`config.mk`:
```
export PLATFORM = sky130hd
export DESIGN_NAME = ascii_number_range_parser
export DESIGN_NICKNAME = d
export VERILOG_FILES = /design/src/anrp_pkg.sv /design/src/anrp_char_class.sv /design/src/anrp_step.sv /design/src/ascii_number_range_parser.sv
export SDC_FILE = /design/constraint.sdc
export NUM_CORES = 1
export LEC_CHECK = 0
export ABC_AREA = 1
export BUFFER_PORTS_ARGS = -buffer_cell sky130_fd_sc_hd__buf_2
export CORE_MARGIN = 8
export CORE_UTILIZATION = 50
export CTS_CLUSTER_DIAMETER = 100
export CTS_CLUSTER_SIZE = 16
export DETAILED_ROUTE_END_ITERATION = 6
export PLACE_DENSITY = 0.79
export SETUP_SLACK_MARGIN = 0.02
export SLEW_MARGIN = 30
export SYNTH_ARGS = -nofsm -noshare
export SYNTH_HDL_FRONTEND = slang
export SYNTH_SLANG_ARGS = --single-unit
```
`constraint.sdc`:
```
create_clock -name i_clk -period 3.4 [get_ports i_clk]
set_input_delay 0.51 -clock i_clk [delete_from_list [all_inputs] [get_ports i_clk]]
set_output_delay 0.51 -clock i_clk [all_outputs]
set_load 0.03 [all_outputs]
```
`src/anrp_pkg.sv`:
```
// Shared types and constants for the ASCII number range parser.
// No dependencies; every other file of the block imports this package.
package anrp_pkg;

    localparam int CharWidth = 8;
    localparam int ValWidth  = 8;
    localparam int PhWidth   = 3;

    // Parser phase codes.
    localparam logic [PhWidth-1:0] PH_ARG_START  = 3'd0;
    localparam logic [PhWidth-1:0] PH_NUM_START  = 3'd1;
    localparam logic [PhWidth-1:0] PH_AFTER_SIGN = 3'd2;
    localparam logic [PhWidth-1:0] PH_ZERO       = 3'd3;
    localparam logic [PhWidth-1:0] PH_DEC        = 3'd4;
    localparam logic [PhWidth-1:0] PH_HEX        = 3'd5;
    localparam logic [PhWidth-1:0] PH_DONE       = 3'd6;

    // Character codes the parser reacts to.
    localparam logic [CharWidth-1:0] CH_STAR  = 8'h2A;
    localparam logic [CharWidth-1:0] CH_DASH  = 8'h2D;
    localparam logic [CharWidth-1:0] CH_ZERO  = 8'h30;
    localparam logic [CharWidth-1:0] CH_NINE  = 8'h39;
    localparam logic [CharWidth-1:0] CH_UP_A  = 8'h41;
    localparam logic [CharWidth-1:0] CH_UP_F  = 8'h46;
    localparam logic [CharWidth-1:0] CH_LO_A  = 8'h61;
    localparam logic [CharWidth-1:0] CH_LO_F  = 8'h66;
    localparam logic [CharWidth-1:0] CH_LO_X  = 8'h78;

    localparam logic [ValWidth-1:0] FULL_HIGH = 8'd255;

    // Decoded properties of one character.
    typedef struct packed {
        logic       is_star;
        logic       is_dash;
        logic       is_zero;
        logic       is_x;
        logic       is_dig;
        logic       is_hex;
        logic [3:0] nibble;   // digit or hex value, valid when is_hex
    } t_char_class;

    // Complete parser state carried from beat to beat.
    typedef struct packed {
        logic [PhWidth-1:0]  phase;
        logic                second;
        logic                neg;
        logic [ValWidth-1:0] acc;
        logic [ValWidth-1:0] first;
        logic                wild;
    } t_parse_state;

    localparam t_parse_state STATE_RESET = '{
        phase:  PH_ARG_START,
        second: 1'b0,
        neg:    1'b0,
        acc:    '0,
        first:  '0,
        wild:   1'b0
    };

endpackage

```
`src/anrp_char_class.sv`:
```
// Character decoder for the range parser: flags and digit value of one byte.
// Depends on anrp_pkg.
module anrp_char_class
    import anrp_pkg::*;
(
    input  logic [CharWidth-1:0] i_char,
    output t_char_class          o_class
);

    logic w_dig;
    logic w_up;
    logic w_lo;

    assign w_dig = (i_char >= CH_ZERO) && (i_char <= CH_NINE);
    assign w_up  = (i_char >= CH_UP_A) && (i_char <= CH_UP_F);
    assign w_lo  = (i_char >= CH_LO_A) && (i_char <= CH_LO_F);

    always_comb begin
        o_class.is_star = (i_char == CH_STAR);
        o_class.is_dash = (i_char == CH_DASH);
        o_class.is_zero = (i_char == CH_ZERO);
        o_class.is_x    = (i_char == CH_LO_X);
        o_class.is_dig  = w_dig;
        o_class.is_hex  = w_dig || w_up || w_lo;
        // Letters A..F and a..f share their low nibble 1..6; add 9 for 10..15.
        if (w_dig) begin
            o_class.nibble = i_char[3:0];
        end else begin
            o_class.nibble = i_char[3:0] + 4'd9;
        end
    end

endmodule

```
`src/anrp_step.sv`:
```
// Next-state and result logic of the range parser for one beat.
// Depends on anrp_pkg and anrp_char_class.
module anrp_step
    import anrp_pkg::*;
(
    input  t_parse_state         i_state,
    input  logic [CharWidth-1:0] i_char,
    input  logic                 i_last,
    output t_parse_state         o_state,
    output logic [ValWidth-1:0]  o_low,
    output logic [ValWidth-1:0]  o_high,
    output logic                 o_wild
);

    t_char_class         w_cls;
    logic [ValWidth-1:0] w_signed_val;
    logic [ValWidth-1:0] w_dec_val;
    logic [ValWidth-1:0] w_hex_val;
    t_parse_state        w_fin;

    anrp_char_class u_class (
        .i_char  (i_char),
        .o_class (w_cls)
    );

    assign w_signed_val = i_state.neg ? (~i_state.acc + 8'd1) : i_state.acc;
    // acc * 10 + digit, modulo 256.
    assign w_dec_val = {i_state.acc[4:0], 3'b000} + {i_state.acc[6:0], 1'b0}
                       + {4'b0000, w_cls.nibble};
    assign w_hex_val = {i_state.acc[3:0], 4'b0000} + {4'b0000, w_cls.nibble};

    // Closing of the current number; a dash after the first number opens the second.
    function automatic t_parse_state end_number(input t_parse_state s,
                                                input logic [ValWidth-1:0] v,
                                                input logic dash);
        t_parse_state r;
        r = s;
        if (!s.second) begin
            r.first = v;
            if (dash) begin
                r.second = 1'b1;
                r.neg    = 1'b0;
                r.acc    = '0;
                r.phase  = PH_NUM_START;
            end else begin
                r.phase = PH_DONE;
            end
        end else begin
            r.acc   = v;
            r.phase = PH_DONE;
        end
        return r;
    endfunction

    // End of argument: an unfinished number is closed as if by a non-dash.
    always_comb begin
        if (i_state.phase != PH_DONE) begin
            w_fin = end_number(i_state, w_signed_val, 1'b0);
        end else begin
            w_fin = i_state;
        end
        if (i_state.wild) begin
            o_low  = '0;
            o_high = FULL_HIGH;
            o_wild = 1'b1;
        end else begin
            o_low  = w_fin.first;
            o_high = w_fin.second ? w_fin.acc : w_fin.first;
            o_wild = 1'b0;
        end
    end

    always_comb begin
        logic num_start;
        logic after_sign;
        logic dec_digits;
        num_start  = 1'b0;
        after_sign = 1'b0;
        dec_digits = 1'b0;
        o_state    = i_state;
        if (i_last) begin
            o_state = STATE_RESET;
        end else begin
            case (i_state.phase)
                PH_ARG_START: begin
                    if (w_cls.is_star) begin
                        o_state.wild  = 1'b1;
                        o_state.phase = PH_DONE;
                    end else begin
                        num_start = 1'b1;
                    end
                end
                PH_NUM_START:  num_start  = 1'b1;
                PH_AFTER_SIGN: after_sign = 1'b1;
                PH_ZERO: begin
                    if (w_cls.is_x) begin
                        o_state.acc   = '0;
                        o_state.phase = PH_HEX;
                    end else begin
                        dec_digits = 1'b1;
                    end
                end
                PH_DEC: dec_digits = 1'b1;
                PH_HEX: begin
                    if (w_cls.is_hex) begin
                        o_state.acc = w_hex_val;
                    end else begin
                        o_state = end_number(i_state, w_signed_val, w_cls.is_dash);
                    end
                end
                default: o_state = i_state;
            endcase

            if (num_start) begin
                if (w_cls.is_dash) begin
                    o_state.neg   = 1'b1;
                    o_state.phase = PH_AFTER_SIGN;
                end else begin
                    after_sign = 1'b1;
                end
            end

            if (after_sign) begin
                if (w_cls.is_zero) begin
                    o_state.acc   = '0;
                    o_state.phase = PH_ZERO;
                end else if (w_cls.is_dig) begin
                    o_state.acc   = {4'b0000, w_cls.nibble};
                    o_state.phase = PH_DEC;
                end else begin
                    o_state = end_number(i_state, w_signed_val, w_cls.is_dash);
                end
            end

            if (dec_digits) begin
                if (w_cls.is_dig) begin
                    o_state.acc   = w_dec_val;
                    o_state.phase = PH_DEC;
                end else begin
                    o_state = end_number(i_state, w_signed_val, w_cls.is_dash);
                end
            end
        end
    end

endmodule

```
`src/ascii_number_range_parser.sv`:
```
// Top level of the ASCII number range parser: stream ports and registers.
// Depends on anrp_pkg and anrp_step (which uses anrp_char_class).

// The block takes one character per beat on the slave stream and, on the beat
// that carries tlast, gives one result beat holding an 8-bit low and high
// bound. An argument starting with '*' yields 0..255 with the wildcard flag
// set. Otherwise it reads an optional '-', then "0x" and hex digits of either
// case, or decimal digits; a '-' after the first number starts a second one
// for the high bound, and anything after that is ignored. Values wrap modulo
// 256 and negatives come out in two's complement. The character on a tlast
// beat is ignored. A new beat is taken in every cycle unless a tlast beat is
// held back: each beat sits in an input register, and the parser state and
// result register are updated from it as it moves on. A full output register
// stalls only tlast beats; plain characters keep flowing while a result waits
// to be taken.
module ascii_number_range_parser
    import anrp_pkg::*;
(
    input  logic        i_clk,
    input  logic        i_rst_n,

    input  logic        s_axis_tvalid,
    output logic        s_axis_tready,
    input  logic [7:0]  s_axis_tdata,   // [7:0] character
    input  logic        s_axis_tlast,   // end_of_argument

    output logic        m_axis_tvalid,
    input  logic        m_axis_tready,
    output logic [15:0] m_axis_tdata,   // [7:0] range_low, [15:8] range_high
    output logic        m_axis_tuser    // is_wildcard
);

    // Input register.
    logic                 r_in_valid;
    logic [CharWidth-1:0] r_in_char;
    logic                 r_in_last;

    // Parser state.
    t_parse_state r_state;
    t_parse_state n_state;

    // Result register.
    logic                r_out_valid;
    logic [ValWidth-1:0] r_out_low;
    logic [ValWidth-1:0] r_out_high;
    logic                r_out_wild;
    logic [ValWidth-1:0] n_low;
    logic [ValWidth-1:0] n_high;
    logic                n_wild;

    logic w_advance;

    // The held beat moves on unless it is a tlast beat and the result slot
    // is still occupied.
    assign w_advance     = r_in_valid && (!r_in_last || !r_out_valid || m_axis_tready);
    assign s_axis_tready = !r_in_valid || w_advance;

    anrp_step u_step (
        .i_state (r_state),
        .i_char  (r_in_char),
        .i_last  (r_in_last),
        .o_state (n_state),
        .o_low   (n_low),
        .o_high  (n_high),
        .o_wild  (n_wild)
    );

    always_ff @(posedge i_clk) begin
        if (!i_rst_n) begin
            r_in_valid <= 1'b0;
        end else if (s_axis_tready) begin
            r_in_valid <= s_axis_tvalid;
        end
    end

    always_ff @(posedge i_clk) begin
        if (s_axis_tready && s_axis_tvalid) begin
            r_in_char <= s_axis_tdata;
            r_in_last <= s_axis_tlast;
        end
    end

    always_ff @(posedge i_clk) begin
        if (!i_rst_n) begin
            r_state <= STATE_RESET;
        end else if (w_advance) begin
            r_state <= n_state;
        end
    end

    always_ff @(posedge i_clk) begin
        if (!i_rst_n) begin
            r_out_valid <= 1'b0;
        end else if (w_advance && r_in_last) begin
            r_out_valid <= 1'b1;
        end else if (m_axis_tready) begin
            r_out_valid <= 1'b0;
        end
    end

    always_ff @(posedge i_clk) begin
        if (w_advance && r_in_last) begin
            r_out_low  <= n_low;
            r_out_high <= n_high;
            r_out_wild <= n_wild;
        end
    end

    assign m_axis_tvalid = r_out_valid;
    assign m_axis_tdata  = {r_out_high, r_out_low};
    assign m_axis_tuser  = r_out_wild;

endmodule

```
# == Word-level counts from Yosys, hierarchy flattened ==
# Index checks and enable logic that the tools add are counted.
# Widths: inputs -> output; s select.
# totals
register_bits,50
output_inout_bits,19
# op_classes
addsub,5
order_cmp,6
n_eq_ne,12
n_mux,60
n_bitwise,1
reduce_logical,19
# ops
op,n
$mux 8,12
$mux 22,3
$mux 10,5
$mux 9,4
$eq 8x6->1 const B,3
$mux 3,8
$mux 17,1
$add 8x4->8,2
$ge 8x7->1 const B,2
$le 8x7->1 const B,2
$pmux 8 s2,1
$mux 1,14
$mux 2,6
$pmux 3 s3,1
$add 8x1->8 const B,1
$add 8x8->8,1
$eq 8x7->1 const B,1
$ge 8x6->1 const B,1
$le 8x6->1 const B,1
$not 8->8,1
$eq 3x2->1 const B,2
$eq 3x3->1 const B,2
$logic_and 1x1->1,6
$ne 3x3->1 const B,2
13 further kinds,21

# == Logic depth before layout (Yosys ltp) ==
# Gate-level depths: netlist of run 1.
# logic_depth
word_depth,18
mapped_depth,22
mapped_depth_nobuf,22

# == Modules after synthesis ==
# From an unflattened synthesis of run 1, not the netlist that was laid out.
# unflattened
hier_cells,588
hier_area_um2,4185.3
# modules_own_cells
module,n_inst,cells_each,area_each_um2
ascii_number_range_parser,1,184,1935.6
anrp_step,1,342,1880.6
anrp_char_class,1,62,369.1

# == Least setup slack after synthesis of run 1 ==
# OpenSTA, ideal clock, no wires.
# synth_timing
path_kind,register to register
start,register r_in_char[0]
end,register r_state[15] (netlist name)
setup_ns,0.070
arrival_time_ns,3.471
t_required_ns,3.330
path_slack_ns,-0.141
path_stages_with_launch,22
period_less_slack_ns,3.541
cell_sequence,edfxtp_1 inv_1 ha_1 inv_1 nand3_1 nand3_2 buf_2 buf_2 o21ai_0 xor2_1 fa_1 inv_1 fa_1 inv_1 nand2_1 a21boi_0 nor3_1 o31ai_1 inv_1 a21oi_1 nand2_1 a21oi_1
# synth_between
elab_chain_len,12
# synth_lines
element,line_no,text
from (decl),ascii_number_range_parser.sv:35,logic [CharWidth-1:0] r_in_char;
from (signal assigned),ascii_number_range_parser.sv:78,r_in_char <= s_axis_tdata;
branches (longest 12 deep; another with $ge 8x6->1),--,
to (signal assigned),ascii_number_range_parser.sv:87,r_state <= n_state;
to (decl),ascii_number_range_parser.sv:39,t_parse_state r_state;
# Several ways; the timed one is not identified. The select of a mux whose other input is x is not followed.
# A chain may end at the register's enable or synchronous reset.

# == Final worst setup path of run 1 ==
# Same ends and word-level chain as after synthesis.

==> qor.csv, run 1 <==
metric,value,unit
grt met2 use,32.2,%
cell area after synthesis,3700,um2
combinational share of power,15.9,%
area grow syn2layout,12.0,%
Avg Inst Size Synth,6.91,um2
"most common cell after layout, fill and taps aside",nand2_1,
Hold/Removal Path Class,input pin to flip-flop,
#FFs+latches synth,50,
slew margin rel.,54.4,%
gr ovfl total,0,
DPL Wire Length,6920,um
share of total power in the clock network,33.5,%
Reg2Reg Depth,22,
max-slew violations,0,
M1 GR Usage,22.1,%
Unique masters post-synth,38,
Mapped Cells,535,
WS Path Type,flip-flop to flip-flop,
Slew @ Worst Pin,683,ps
CP Capture Type,flip-flop,
Clock Latency Late Sink,320,ps
internal power,943,uW
post-synthesis sequential area ratio,34.1,%
Worst-path clk slew,100,ps
NetSw,376,uW
Net Sw Frac,28.5,%
maximum clock path buffer count,2,
row count,31,
Ys Warns,0,
largest net degree at the start of global routing,25,
nets@finish,597,
status,completed,
vias per cell,5.59,
DRC,0,
CTS root buf,clkbuf_8,
Num CTS Buffers,5,
overall power,1320,uW
first-pass GRT wire length,15700,um
layout cells sized above 1,16.9,%
antenna-violating nets left,0,
Synth async-reset ratio,0,%
max cap viols,0,
"Primary FF master, synth",edfxtp_1,
final setup violation count,0,
io pins,32,
most frequent cells in the layout,"nand2_1 (146), inv_1 (54), nor2_1 (43), o21ai_0 (41), a21oi_1 (39)",
Max VDD drop,0.000204,V
Post-synth EDFFs,26,
gr usage total,18.5,%
First-pass DRT Iterations,5,
Post-Route Setup TNS,0,ps
initial core utilization,51.2,%
Placer Congestion,0.960,
power share of the sequential group,50.6,%
Leakage,0.00185,uW
busiest grt layer,met2,
Die W,102,um
startpoint types,flip-flop,
hold_ws,376,ps
Max Freq,0.306,GHz
clock sink count,50,
WL/cell,13.9,um
die height,102,um
pre-CTS setup slack,38.6,ps
Final Critical Period,3270,ps
Final Hold Fails,0,
initial antenna violation count,0,
number of port buffers,31,
via count,3724,
Core Area,7210,um2
final worst slack,134,ps
PD cells,319,nW/um2
fin crit share,96.1,%
crit path max fanout,5,
n_diodes,0,
Worst EP required,3660,ps
final wirelength,9260,um
Die ar.,10400,um2
routing usage on met3,3.27,%
H-tree levels,2,
Synth Net Count,566,
Worst Clk Skew,15.9,ps
vias in the first global route,3549,
hold path depth,1,
CTS tree,built,
CP arrival,3520,ps
Iter 0 DRT Violations,261,
==> registers in the layout, summed over array words and instances (netlist names) <==
name           flops
m_axis_tuser       1
r_in_valid         1
m_axis_tvalid      1
r_state           22
r_in_last          1
r_out_high         8
r_in_char          8
r_out_low          8
==> worst max-delay path, stage by stage, from the launching register on <==
cell      delay (ps)
edfxtp_1         510
inv_2            140
ha_2             180
inv_2             40
nand3_2           80
nand3_2          110
nand2_1          100
xor2_1           170
inv_1             90
ha_1             280
ha_1             210
inv_1             70
fa_2             190
inv_2             40
nand2_2           70
a21boi_2          60
buf_4            140
o21a_1           170
o31ai_2          200
inv_1             70
a21oi_2          120
nand2_1           80
a21oi_2          100
==> layout make-up <==
cell class              count  area, um2
flip-flops and latches     50       1260
well taps                  99        124
inverters                  69        259
clock buffers               5       68.8
multi-input cells         397       2130
repair buffers             43        245
fillers                   686       3080
clock inverters             3       47.5
==> cell usage after synthesis (8+ instances only) <==
master,n,area share [%]
o21ai_1,21,2.8
clkbuf_1,10,1.0
nor2_1,43,4.4
dfxtp_1,24,13
ha_1,16,5.4
nand3_1,30,4.1
inv_2,8,0.81
a21oi_1,41,5.6
o21ai_0,42,5.7
edfxtp_1,26,21
nand2_1,147,15
inv_1,59,6.0
o211ai_1,12,2.4
==> per-stage QoR <==
step | instances | util [%] | cell area, um2
after floorplan | 535 | - | 3710
after global placement | 653 | 54.5 | 3940
after global routing | 666 | 57.4 | 4140
after CTS | 661 | 56.2 | 4050
after detailed placement | 653 | 54.5 | 3940
final | 666 | 57.4 | 4140
==> power groups by stage <==
stage	registers, uW	logic (uW)	clock network (uW)
final	668	210	442
after floorplan	691	142	0
after global routing	671	232	468
after global placement	680	192	0
after detailed placement	681	198	0
after CTS	667	199	443
==> final timing paths <==
check                                              from  slack [ps]                        to
worst max register to register   r_in_char[0]$_DFFE_PP_         130  r_state[15]$_SDFFE_PN0P_
worst min-delay path                       s_axis_tlast         380       r_in_last$_DFFE_PP_
worst min register to register  r_state[3]$_SDFFE_PN0P_         490   r_state[3]$_SDFFE_PN0P_
worst max-delay path             r_in_char[0]$_DFFE_PP_         130  r_state[15]$_SDFFE_PN0P_
==> logic make-up after synthesis <==
kind of cell | after synthesis | share of synthesized area (%)
buffers and inverters | 88 | 9.72
flip-flops | 50 | 34.1
AO/OA/AOI/OAI | 127 | 19.1
multiplexers | 1 | 0.271
AND/OR/NAND/NOR | 244 | 28.6
adder cells (fa/ha/maj) | 18 | 6.50
XOR/XNOR | 7 | 1.66
==> timing repair <==
action,CTS,global route
setup buffers,0,5
endpoints found under the setup margin,0,3
hold buffers,0,0
resized for setup,0,15
==> layer usage <==
metal	routed length (um)	up-vias
met5	0	-
met4	264	0
met3	682	30
met2	4440	170
met1	3880	1699
li1	-	1825
(Power assumes the default switching activity.)
==> run 2: changes to the inputs <==
- BUFFER_PORTS_ARGS: -buffer_cell sky130_fd_sc_hd__buf_2 -> not set
- DONT_BUFFER_PORTS: not set -> 1
- PLACE_DENSITY: 0.79 -> 0.76
==> run 2 against run 1 <==
Effect of this change:
- final area shrank 3.7%
- die area unchanged
- global-route usage down 1.0 points
- sequential share of layout area is 1.2 points higher
==> qor.csv, run 2 (synthesis results as in run 1) <==
metric,value,unit,change
status,completed,,
# placed instances,623,,-4.6%
Hold/Removal Path Class,input pin to flip-flop,,
largest register by flop count,r_state,,
First-pass DRT Iterations,4,,-1
Core Area,7210,um2,unchanged
Max VDD drop,0.000207,V,+1.6%
Final Hold Fails,0,,unchanged
most frequent cells in the layout,"nand2_1 (146), inv_1 (54), nor2_1 (42), o21ai_0 (41), a21oi_1 (40)",,
Leakage,0.00174,uW,-5.9%
H-tree levels,2,,unchanged
Num CTS Buffers,5,,unchanged
CTS tree,built,,
nets@finish,568,,-4.9%
overall power,1240,uW,-5.7%
Worst-path clk slew,110,ps,about the same
initial antenna violation count,0,,unchanged
Placed Area,3790,um2,-3.8%
Worst path depth,18,,-18%
area grow syn2layout,7.79,%,
CP cell instances,ha_4 -> inv_2 -> nand3_2 -> nand3_4 -> o21ai_2 -> xor2_1 -> fa_1 -> inv_1 -> fa_2 -> inv_2 -> nand2_2 -> a21boi_2 -> nor3_1 -> o31ai_1 -> inv_1 -> a21oi_1 -> nand2_1 -> a21oi_2,,
CP Capture Type,flip-flop,,
Placer Congestion,0.927,,-3.4%
Worst Clk Skew,12.4,ps,-3.46 ps
maximum clock path buffer count,2,,unchanged
Largest register FFs,22,,unchanged
gr ovfl total,0,,unchanged
vias per cell,5.48,,-2.1%
Iter 0 DRT Violations,224,,-14%
Die ar.,10400,um2,unchanged
startpoint types,flip-flop,,
clock sink count,50,,unchanged
first-pass GRT wire length,14900,um,-4.8%
Slowest cell on crit path,fa_1,,
WS Path Type,flip-flop to flip-flop,,
final wirelength,9060,um,-2.2%
Max Freq,0.311,GHz,+1.4%
PD cells,312,nW/um2,-2.0%
final worst slack,180,ps,+46.5 ps
n_diodes,0,,unchanged
die height,102,um,unchanged
largest net degree at the start of global routing,25,,unchanged
final instance area,3980,um2,-3.7%
row count,31,,unchanged
DPL Wire Length,6760,um,-2.2%
cts hold-fix bufs,0,,unchanged
vias in the first global route,3293,,-7.2%
Final Critical Period,3220,ps,-46.5 ps
crit path max fanout,3,,-2
via count,3488,,-6.3%
max cap viols,0,,unchanged
CP arrival,3480,ps,-40 ps
WL/cell,14.2,um,+2.3%
Die W,102,um,unchanged
Worst EP required,3660,ps,about the same
"delay-heaviest family, CP",adder cells,,
"most common cell after layout, fill and taps aside",nand2_1,,
CTS root buf,clkbuf_8,,
Slew @ Worst Pin,716,ps,+33.6 ps
antenna-violating nets left,0,,unchanged
initial core utilization,51.2,%,unchanged
end of the worst register-to-register path,r_state[15]$_SDFFE_PN0P_,,
reg2reg start,r_in_char[0]$_DFFE_PP_,,
layout cells sized above 1,12.1,%,-4.8 points
max-slew violations,0,,unchanged
hold_ws,286,ps,-90.3 ps
final setup violation count,0,,unchanged
gr usage total,17.6,%,-1.0 points
Reg2Reg Depth,18,,-18%
CP bufs+invs,4,,-3
Clock Latency Late Sink,320,ps,about the same
pre-CTS setup slack,72.8,ps,+34.1 ps
io pins,32,,unchanged
DRC,0,,unchanged
slew margin rel.,52.2,%,-2.2 points
fin crit share,94.7,%,-1.4 points
crit-path max cell delay,570,ps,+60 ps
number of port buffers,0,,-100%
crit path from,r_in_char[0]$_DFFE_PP_,,
CP endpoint,r_state[15]$_SDFFE_PN0P_,,
Layout Cells excl Fill,637,,-4.4%
r2r setup slk,180,ps,+50 ps
==> run 2: area by class of cell <==
type,count,area [um2]
timing repair buffer,14,118
inverter,69,259
clock buffer,5,68.8
multi-input combinational,397,2130
tap,99,124
sequential,50,1260
fill,697,3230
clock inverter,3,26.3
==> run 2: per-stage QoR <==
| stage | util, % | TNS [ps] |
|---|---|---|
| floorplan | - | 0 |
| global route | 55.2 | -35.9 |
| detailed placement | 52.5 | 0 |
| CTS | 53.8 | 0 |
| finish | 55.2 | 0 |
| global placement | 52.5 | 0 |
==> run 2: timing repair <==
| item | 4_1_cts | 5_1_grt |
|---|---|---|
| setup buffers | 0 | 6 |
| gates resized for setup | 0 | 17 |
| endpoints found under the hold margin | 0 | 0 |
| setup endpoints to repair | 0 | 2 |
==> run 2: routing by layer <==
| metal | vias to the layer above | global-route usage [%] | share of wire [%] |
|---|---|---|---|
| li1 | 1763 | - | - |
| met1 | 1615 | 21.8 | 45 |
| met5 | - | 0 | 0 |
| met2 | 93 | 30.1 | 48 |
| met3 | 17 | 2.86 | 4.4 |
| met4 | 0 | 5.76 | 2.2 |
==> run 2: how the worst min path moves through the flow <==
stage / startpoint / to / slack (ps) / cells after the start
5_1_grt: s_axis_tlast / r_in_last$_DFFE_PP_ / 270 / 0
3_3_place_gp: r_state[3]$_SDFFE_PN0P_ / r_state[3]$_SDFFE_PN0P_ / 470 / 2
4_1_cts: s_axis_tlast / r_in_last$_DFFE_PP_ / 280 / 0
2_1_floorplan: r_state[0]$_SDFFE_PN0P_ / m_axis_tuser$_DFFE_PP_ / 430 / 0
6_report: s_axis_tlast / r_in_last$_DFFE_PP_ / 290 / 0
3_5_place_dp: r_state[3]$_SDFFE_PN0P_ / r_state[3]$_SDFFE_PN0P_ / 470 / 2
==> run 2: worst register-to-register path: stages (launching register included) <==
cell	delay [ps]
edfxtp_1	490
ha_4	220
inv_2	70
nand3_2	100
nand3_4	120
o21ai_2	70
xor2_1	160
fa_1	570
inv_1	70
fa_2	380
inv_2	70
nand2_2	60
a21boi_2	160
nor3_1	60
o31ai_1	210
inv_1	70
a21oi_1	120
nand2_1	80
a21oi_2	100
==> run 2: power by group <==
part           switching (uW)  leakage [uW]  internal, uW
combinational             123       0.00126          61.0
clock                     226     0.0000491           152
sequential               30.1      0.000432           653
total                     379       0.00174           866
